[src/rtl/lpd_pkg.sv]
// Shared types and constants of the length-prefixed deframer.
// No dependencies; used by every module of the block.
package lpd_pkg;

  localparam int unsigned LEN_W  = 32;
  localparam int unsigned BYTE_W = 8;
  localparam int unsigned HCNT_W = 3;

  localparam logic [HCNT_W-1:0] HDR_BYTES      = 3'd4;
  localparam logic [LEN_W-1:0]  MAX_LEN_RESET  = 32'd512000;

  typedef enum logic [1:0] {
    KIND_PAYLOAD  = 2'd0,
    KIND_EMPTY    = 2'd1,
    KIND_TOO_LONG = 2'd2
  } kind_t;

  typedef struct packed {
    kind_t              kind;
    logic [BYTE_W-1:0]  payload_byte;
    logic               is_last;
    logic [LEN_W-1:0]   message_length;
  } result_t;

endpackage

[src/rtl/lpd_in_reg.sv]
// Input register of the deframer: holds one stream byte until the parser takes it.
// Depends on lpd_pkg.
module lpd_in_reg (
  input  logic                      clk,
  input  logic                      rst_n,
  input  logic                      in_valid,
  output logic                      in_stall,
  input  logic [lpd_pkg::BYTE_W-1:0] in_stream_byte,
  input  logic                      take,
  output logic                      byte_valid,
  output logic [lpd_pkg::BYTE_W-1:0] byte_data
);

  logic                       valid_r;
  logic                       valid_nxt;
  logic [lpd_pkg::BYTE_W-1:0] byte_r;

  assign in_stall  = valid_r && !take;
  assign valid_nxt = in_stall ? valid_r : in_valid;

  always_ff @(posedge clk) begin
    if (!rst_n) begin
      valid_r <= 1'b0;
    end else begin
      valid_r <= valid_nxt;
    end
  end

  always_ff @(posedge clk) begin
    if (in_valid && !in_stall) begin
      byte_r <= in_stream_byte;
    end
  end

  assign byte_valid = valid_r;
  assign byte_data  = byte_r;

endmodule

[src/rtl/lpd_parse.sv]
// Header/payload parser: length assembly, limit check and payload counting.
// Holds max_length. Depends on lpd_pkg.
module lpd_parse (
  input  logic                        clk,
  input  logic                        rst_n,
  input  logic                        cfg_wr_en,
  input  logic [lpd_pkg::LEN_W-1:0]   cfg_wr_data,
  input  logic                        step,
  input  logic [lpd_pkg::BYTE_W-1:0]  byte_data,
  output logic                        res_valid,
  output lpd_pkg::result_t            res,
  output logic [lpd_pkg::LEN_W-1:0]   max_length
);

  logic [lpd_pkg::LEN_W-1:0]  max_length_r;
  logic [lpd_pkg::HCNT_W-1:0] header_count_r;
  logic [lpd_pkg::HCNT_W-1:0] header_count_nxt;
  logic [lpd_pkg::LEN_W-1:0]  length_r;
  logic [lpd_pkg::LEN_W-1:0]  length_nxt;
  logic [lpd_pkg::LEN_W-1:0]  payload_count_r;
  logic [lpd_pkg::LEN_W-1:0]  payload_count_nxt;
  logic [lpd_pkg::LEN_W-1:0]  len_shift;
  logic [lpd_pkg::LEN_W-1:0]  pcnt_inc;
  logic [lpd_pkg::HCNT_W-1:0] hcnt_inc;

  assign len_shift = {length_r[lpd_pkg::LEN_W-lpd_pkg::BYTE_W-1:0], byte_data};
  assign pcnt_inc  = payload_count_r + lpd_pkg::LEN_W'(1);
  assign hcnt_inc  = header_count_r + lpd_pkg::HCNT_W'(1);

  always_comb begin
    header_count_nxt   = header_count_r;
    length_nxt         = length_r;
    payload_count_nxt  = payload_count_r;
    res_valid          = 1'b0;
    res.kind           = lpd_pkg::KIND_PAYLOAD;
    res.payload_byte   = '0;
    res.is_last        = 1'b1;
    res.message_length = length_r;
    if (header_count_r < lpd_pkg::HDR_BYTES) begin
      length_nxt       = len_shift;
      header_count_nxt = hcnt_inc;
      if (hcnt_inc == lpd_pkg::HDR_BYTES) begin
        payload_count_nxt  = '0;
        res.message_length = len_shift;
        if (len_shift > max_length_r) begin
          res_valid        = 1'b1;
          res.kind         = lpd_pkg::KIND_TOO_LONG;
          header_count_nxt = '0;
        end else if (len_shift == '0) begin
          res_valid        = 1'b1;
          res.kind         = lpd_pkg::KIND_EMPTY;
          header_count_nxt = '0;
        end
      end
    end else begin
      res_valid        = 1'b1;
      res.kind         = lpd_pkg::KIND_PAYLOAD;
      res.payload_byte = byte_data;
      res.is_last      = (pcnt_inc >= length_r);
      if (pcnt_inc >= length_r) begin
        header_count_nxt  = '0;
        payload_count_nxt = '0;
      end else begin
        header_count_nxt  = lpd_pkg::HDR_BYTES;
        payload_count_nxt = pcnt_inc;
      end
    end
  end

  always_ff @(posedge clk) begin
    if (!rst_n) begin
      max_length_r    <= lpd_pkg::MAX_LEN_RESET;
      header_count_r  <= '0;
      length_r        <= '0;
      payload_count_r <= '0;
    end else begin
      if (cfg_wr_en) begin
        max_length_r <= cfg_wr_data;
      end
      if (step) begin
        header_count_r  <= header_count_nxt;
        length_r        <= length_nxt;
        payload_count_r <= payload_count_nxt;
      end
    end
  end

  assign max_length = max_length_r;

endmodule

[src/rtl/lpd_out_reg.sv]
// Result register of the deframer; loads whenever it is empty or being drained.
// Depends on lpd_pkg.
module lpd_out_reg (
  input  logic             clk,
  input  logic             rst_n,
  input  logic             step,
  input  logic             res_valid,
  input  lpd_pkg::result_t res,
  output logic             free,
  output logic             out_valid,
  input  logic             out_stall,
  output lpd_pkg::result_t out_res
);

  logic             valid_r;
  logic             valid_nxt;
  lpd_pkg::result_t res_r;

  assign free      = !valid_r || !out_stall;
  assign valid_nxt = free ? (step && res_valid) : valid_r;

  always_ff @(posedge clk) begin
    if (!rst_n) begin
      valid_r <= 1'b0;
    end else begin
      valid_r <= valid_nxt;
    end
  end

  always_ff @(posedge clk) begin
    if (free && step && res_valid) begin
      res_r <= res;
    end
  end

  assign out_valid = valid_r;
  assign out_res   = res_r;

endmodule

[src/rtl/length_prefixed_deframer_core.sv]
// Channel   Handshake            Payload
// in        in_valid/in_stall    in_stream_byte[7:0]
// out       out_valid/out_stall  out_kind, out_payload_byte, out_is_last, out_message_length
// cfg       cfg_wr_en            cfg_wr_data[31:0] -> max_length
//
// One byte per cycle sustained while out_stall is low; a result is loaded into the result
// register at the same edge that drains its byte from the input register.
// rst_n is synchronous; max_length resets to 512000, counters to zero.
// in_stall rises only while the input register is full and the result register is held.
// Top level of the length-prefixed deframer; depends on lpd_pkg, lpd_in_reg,
// lpd_parse and lpd_out_reg.
module length_prefixed_deframer_core (
  input  logic        clk,
  input  logic        rst_n,
  input  logic        cfg_wr_en,
  input  logic [31:0] cfg_wr_data,
  input  logic        in_valid,
  output logic        in_stall,
  input  logic [7:0]  in_stream_byte,
  output logic        out_valid,
  input  logic        out_stall,
  output logic [1:0]  out_kind,
  output logic [7:0]  out_payload_byte,
  output logic        out_is_last,
  output logic [31:0] out_message_length
);

  logic                        take;
  logic                        byte_valid;
  logic [lpd_pkg::BYTE_W-1:0]  byte_data;
  logic                        step;
  logic                        res_valid;
  lpd_pkg::result_t            res;
  lpd_pkg::result_t            out_res;
  logic [lpd_pkg::LEN_W-1:0]   max_length;

  assign step = byte_valid && take;

  lpd_in_reg u_in_reg (
    .clk            (clk),
    .rst_n          (rst_n),
    .in_valid       (in_valid),
    .in_stall       (in_stall),
    .in_stream_byte (in_stream_byte),
    .take           (take),
    .byte_valid     (byte_valid),
    .byte_data      (byte_data)
  );

  lpd_parse u_parse (
    .clk         (clk),
    .rst_n       (rst_n),
    .cfg_wr_en   (cfg_wr_en),
    .cfg_wr_data (cfg_wr_data),
    .step        (step),
    .byte_data   (byte_data),
    .res_valid   (res_valid),
    .res         (res),
    .max_length  (max_length)
  );

  lpd_out_reg u_out_reg (
    .clk       (clk),
    .rst_n     (rst_n),
    .step      (step),
    .res_valid (res_valid),
    .res       (res),
    .free      (take),
    .out_valid (out_valid),
    .out_stall (out_stall),
    .out_res   (out_res)
  );

  assign out_kind           = out_res.kind;
  assign out_payload_byte   = out_res.payload_byte;
  assign out_is_last        = out_res.is_last;
  assign out_message_length = out_res.message_length;

`ifndef SYNTHESIS
  a_ctl_is_last: assert property (@(posedge clk) disable iff (!rst_n)
    out_valid && (out_res.kind != lpd_pkg::KIND_PAYLOAD) |-> out_res.is_last)
    else $error("control result without is_last");

  a_ctl_no_byte: assert property (@(posedge clk) disable iff (!rst_n)
    out_valid && (out_res.kind != lpd_pkg::KIND_PAYLOAD) |-> (out_res.payload_byte == '0))
    else $error("control result carries payload byte");

  a_empty_len: assert property (@(posedge clk) disable iff (!rst_n)
    out_valid && (out_res.kind == lpd_pkg::KIND_EMPTY) |-> (out_res.message_length == '0))
    else $error("empty message with nonzero length");

  a_too_long: assert property (@(posedge clk) disable iff (!rst_n)
    out_valid && (out_res.kind == lpd_pkg::KIND_TOO_LONG)
      |-> (out_res.message_length > max_length))
    else $error("too-long error for length within limit");

  a_no_result_lost: assert property (@(posedge clk) disable iff (!rst_n)
    out_valid && out_stall |=> out_valid && $stable(out_res))
    else $error("held result lost or changed");
`endif

endmodule
[config.mk]
export PLATFORM = sky130hd
export DESIGN_NAME = length_prefixed_deframer_core
export DESIGN_NICKNAME = d
export VERILOG_FILES = /design/src/rtl/lpd_pkg.sv /design/src/rtl/lpd_in_reg.sv /design/src/rtl/lpd_parse.sv /design/src/rtl/lpd_out_reg.sv /design/src/rtl/length_prefixed_deframer_core.sv
export SDC_FILE = /design/constraint.sdc
export NUM_CORES = 1
export LEC_CHECK = 0
export ABC_AREA = 1
export BUFFER_PORTS_ARGS = -buffer_cell sky130_fd_sc_hd__buf_4
export CORE_MARGIN = 4
export CORE_UTILIZATION = 43
export DETAILED_ROUTE_END_ITERATION = 8
export PLACE_DENSITY_LB_ADDON = 0.1
export SYNTH_ARGS = -nofsm -noshare
export SYNTH_HDL_FRONTEND = slang
export SYNTH_SLANG_ARGS = --single-unit
[constraint.sdc]
create_clock -name clk -period 9.2 [get_ports clk]
set_clock_uncertainty 0.1 [all_clocks]
set_input_delay 1.84 -clock clk [delete_from_list [all_inputs] [get_ports clk]]
set_output_delay 1.84 -clock clk [all_outputs]
set_load 0.005 [all_outputs]
### Word level (Yosys, flattened, before mapping)

Cells that the tools add are included.

| operators by class | value |
|---|---|
| $add $sub $neg | 2 |
| order comparisons | 3 |
| equal/unequal tests | 2 |
| muxes and demuxes | 16 |
| bitwise gates (word level) | 2 |
| reductions and logical operators | 16 |

Operator list:

| operator | number |
|---|---|
| 32-bit two-way mux | 5 |
| 32-bit by 1-bit adder with 32-bit output (second input constant) | 1 |
| 32-bit >= comparator | 1 |
| 32-bit greater-than comparator | 1 |
| 32-bit zero test | 1 |
| 3-bit two-way mux | 5 |
| 1-bit logical AND | 6 |
| 2-bit AND reduction | 3 |
| 1-bit two-way mux | 5 |
| 1-bit zero test | 4 |
| 3-bit by 1-bit adder with 3-bit output (second input constant) | 1 |
| 3-bit == test (second input constant) | 1 |
| 3-bit < comparator (second input constant) | 1 |
| 3-bit OR reduction | 1 |
| 2-bit two-way mux | 1 |
| 2-bit != test (second input constant) | 1 |
| 1-bit inverter | 2 |
| 1-bit logical OR | 1 |

| storage, ports and cells | value |
|---|---|
| flip-flop bits (word level) | 152 |
| bits of input ports | 45 |
| output and inout bits | 45 |
| logic and storage cells | 53 |

### Depth between registers and ports, before layout

| depth | value |
|---|---|
| word-level depth | 6 |
| mapped depth | 21 |
| gate-level depth less buffers | 20 |

### Hierarchy

Synthesis repeated with hierarchy kept, for this count alone.

| unflattened totals | value |
|---|---|
| cells, all modules | 1003 |
| area total of the unflattened synthesis | 8011.4 sq um |

By module, submodules not included:

| module | times used | cells an instance | area an instance (sq um) | sequential area each (sq um) |
|---|---|---|---|---|
| lpd_parse | 1 | 936 | 6374.9 | 1981.9 |
| lpd_out_reg | 1 | 49 | 1338.8 | 1311.3 |
| lpd_in_reg | 1 | 16 | 290.3 | 260.2 |
| length_prefixed_deframer_core | 1 | 2 | 7.5 | 0.0 |

### Worst setup path after synthesis

No wires, ideal clock.

| timing | value |
|---|---|
| kind | input to register |
| start point | in out_stall |
| end point | reg u_out_reg.res_r, in the netlist u_out_reg.out_res[0], enable pin |
| library setup time | 459 ps |
| arrival | 4457 ps |
| required time | 8641 ps |
| setup slack | 4184 ps |
| cell stages on the path | 5 |
| buffers on the path | 0 |
| cells stage by stage | nand2_1 -> inv_1 -> nor2_1 -> inv_1 -> a21oi_1 |

| on the way | value |
|---|---|
| cells in the longest elaborated chain, start to end | 5 |

RTL lines:

| element | RTL line | text |
|---|---|---|
| start: declaration | length_prefixed_deframer_core.sv:21 | `input logic out_stall,` |
| 1-bit zero test * | lpd_out_reg.sv:19 | `assign free = !valid_r \|\| !out_stall;` |
| 1-bit logical OR * | lpd_out_reg.sv:19 |  |
| 1-bit logical AND | length_prefixed_deframer_core.sv:37 | `assign step = byte_valid && take;` |
| 1-bit logical AND * (2 in a row) | lpd_out_reg.sv:31 | `if (free && step && res_valid) begin` |
| end signal: assignment | lpd_out_reg.sv:32 | `res_r <= res;` |
| end: declaration | lpd_out_reg.sv:17 | `lpd_pkg::result_t res_r;` |

Mark *: on every way between the ends. The rest lies on a longest branch, timed or not.
A chain may end at the register's enable or synchronous reset.

### Final worst setup path

| timing | value |
|---|---|
| start point | in out_stall |
| end point | out in_stall |

| on the way | value |
|---|---|
| cells in the longest elaborated chain, start to end | 4 |

RTL lines:

| element | RTL line | text |
|---|---|---|
| 1-bit zero test | lpd_out_reg.sv:19 |  |
| 1-bit logical OR | lpd_out_reg.sv:19 |  |
| 1-bit zero test | lpd_in_reg.sv:18 | `assign in_stall = valid_r && !take;` |
| 1-bit logical AND | lpd_in_reg.sv:18 |  |
| end: declaration | length_prefixed_deframer_core.sv:18 | `output logic in_stall,` |

Every way passes these cells.

==> results.cfg <==
[logic_synthesis]
yosysWarnings = 0
ys_ff_latch = 152
synth_nets = 1101
yosys.cell_count.top_type = nand2_1
yosys.cell_types.count = 37
synth-edff-count = 51
yosys.area.top_type = dfxtp_1
syn_inst = 988
yosysSeqAreaShare_pct = 44.1
yosys.area.top_type_share_pct = 25.1
synth_area_um2 = 8050
yosys-top-cells-count = nand2_1, inv_1, a21oi_1
synth_area_per_cell_um2 = 8.15
async_flop_share_pct = 0
synth_flop_cell = dfxtp_1
synth_top_cells_by_area = dfxtp_1, edfxtp_1, ha_1

[outcome]
outcome = completed

[sta]
setup_viol = 0
worstMarginPinSlew_ns = 1.10
layout_min_cycle_time_ns = 4.17
final-hold-violation-count = 0
relSlewSlack_pct = 26.3
fmax_mhz = 240
tns_ns = 0
rsz0062_at_grt = no
period_share_pct = 45.3
slew_viol_final = 0

[cts]
root_buffer = clkbuf_16
clock-sinks = 152
cts.clk_slew.worst_paths_ns = 0.07
cts.path.max_buffers = 2
htreeDepth = 4
cts_buffers = 17
cts_resized = 0
cts_tree = done
ctsHoldBuffers = 0
clk_latency_ns = 0.43
cts_setup_buffers = 0

[cells_and_area]
nets = 1176
num_antenna_cells = 0
area_growth_pct = 18.2
drive_gt1_share_pct = 15.1
utilization_pct = 52.3

[route]
drt-total-wl_um = 19700
drtPass1Iterations = 5
vias_per_cell = 5.06
via_count = 6609
drtIter0Drc = 312
ant_nets = 0
drc_errors = 0
wire_per_inst_um = 15.1

[global_routing]
track_usage_pct = 19.6
grt_max_degree = 63
antenna_found_initial = 0
grt.overflow.total = 0
grt_pass1_vias = 6066
grt_pass1_wl_um = 32000

[placed_design]
dp_hpwl_um = 14400
place.gp.congestion = 0.796
io_buffers = 89

[setup_path]
path_class = in -> out
rr_startpoint = u_parse.payload_count_r[0]
start_kind = primary input
critPathCaptureType = primary output
crit_start = out_stall
crit_fanout = 3
cp_data_required_time_ns = 7.26
arrival_ns = 2.23

[die]
row_count = 49
coreArea_um2 = 18200
pin_count = 90
die_h_um = 145
start_util_pct = 44.2
dieArea_um2 = 21000
dieWidth_um = 145

[min_path]
hp-start = u_parse.max_length[5]
worstHoldPathType = reg -> reg

[pwr]
p_per_area_nw_per_um2 = 172
ir_drop_mv = 0.124
p_leak_nw = 4.14

[job]
maxCapViolations = 0
logic make-up (layout without fill, tap and decap cells):
| kind of cell | Yosys count | in the layout | synth area share [%] |
|---|---|---|---|
| simple gates | 320 | 320 | 18.3 |
| compound gates | 238 | 238 | 15.0 |
| buf+inv | 183 | 271 | 8.69 |
| flops | 152 | 152 | 44.1 |
| fa+ha+maj | 68 | 68 | 10.6 |
| xor+xnor | 27 | 27 | 3.31 |
layout by cell type (no fill, tap or decap), types with 15 or more instances in the layout:
| cell | count |
|---|---|
| ha_1 | 68 |
| clkbuf_16 | 17 |
| dfxtp_1 | 101 |
| nand4_1 | 15 |
| xor2_1 | 21 |
| nor2_1 | 46 |
| a21oi_1 | 124 |
| buf_4 | 94 |
| nand2_1 | 179 |
| inv_1 | 140 |
| o21ai_0 | 105 |
| nand3_1 | 42 |
| edfxtp_1 | 51 |
per-layer routing:
metal | GRT usage (%) | wire [µm] | vias to the layer above
li1 | - | - | 3418
met1 | 28.5 | 9870 | 3018
met2 | 29.8 | 8660 | 149
met3 | 3.48 | 873 | 24
met4 | 5.89 | 322 | 0
met5 | 0 | 0 | -
sequential cells by signal (all words and copies together) (netlist names):
| register | cells |
|---|---|
| u_in_reg.byte_data | 8 |
| u_in_reg.byte_valid | 1 |
| u_out_reg.out_res | 43 |
| u_out_reg.out_valid | 1 |
| u_parse.header_count_r | 3 |
| u_parse.length_r | 32 |
| u_parse.max_length | 32 |
| u_parse.payload_count_r | 32 |
where the power goes:
group          internal (mW)  switching [mW]
clock                  0.412           0.312
combinational         0.0623           0.104
sequential             0.722          0.0215
total                   1.20           0.437
final timing paths:
| kind | endpoint | slack (ns) | depth (start not counted) |
|---|---|---|---|
| worst max-delay path | in_stall | 5.03 | 4 |
| worst min-delay path | u_parse.max_length[5] | 0.36 | 2 |
| worst max register to register | u_parse.payload_count_r[3] | 5.21 | 19 |
| worst min register to register | u_parse.max_length[5] | 0.36 | 2 |
layout make-up:
cell class | count | area (µm²)
flip-flops and latches | 152 | 3550
fillers | 1741 | 8690
clock buffers | 17 | 425
multi-input cells | 653 | 3820
clock inverters | 15 | 184
well taps | 229 | 287
repair buffers | 94 | 706
inverters | 145 | 544
per-stage QoR:
step / cell area [µm²] / total power, mW / hold WS (ns) / worst slack (ns) / instances
floorplan: 8050 / 0.862 / 0.335 / 4.18 / 988
global placement: 8910 / 0.921 / 0.353 / 5.02 / 1273
detailed placement: 8910 / 0.924 / 0.357 / 5.02 / 1273
CTS: 9520 / 1.65 / 0.367 / 5.02 / 1305
global route: 9520 / 1.71 / 0.385 / 4.74 / 1305
finish: 9520 / 1.63 / 0.364 / 5.03 / 1305
worst max-delay path, stage by stage:
cell and delay, ns:
buf_4 0.07, nand2_1 0.07, nor2_1 0.12, buf_4 0.13
Note: power is estimated with default switching activity, not from simulation.
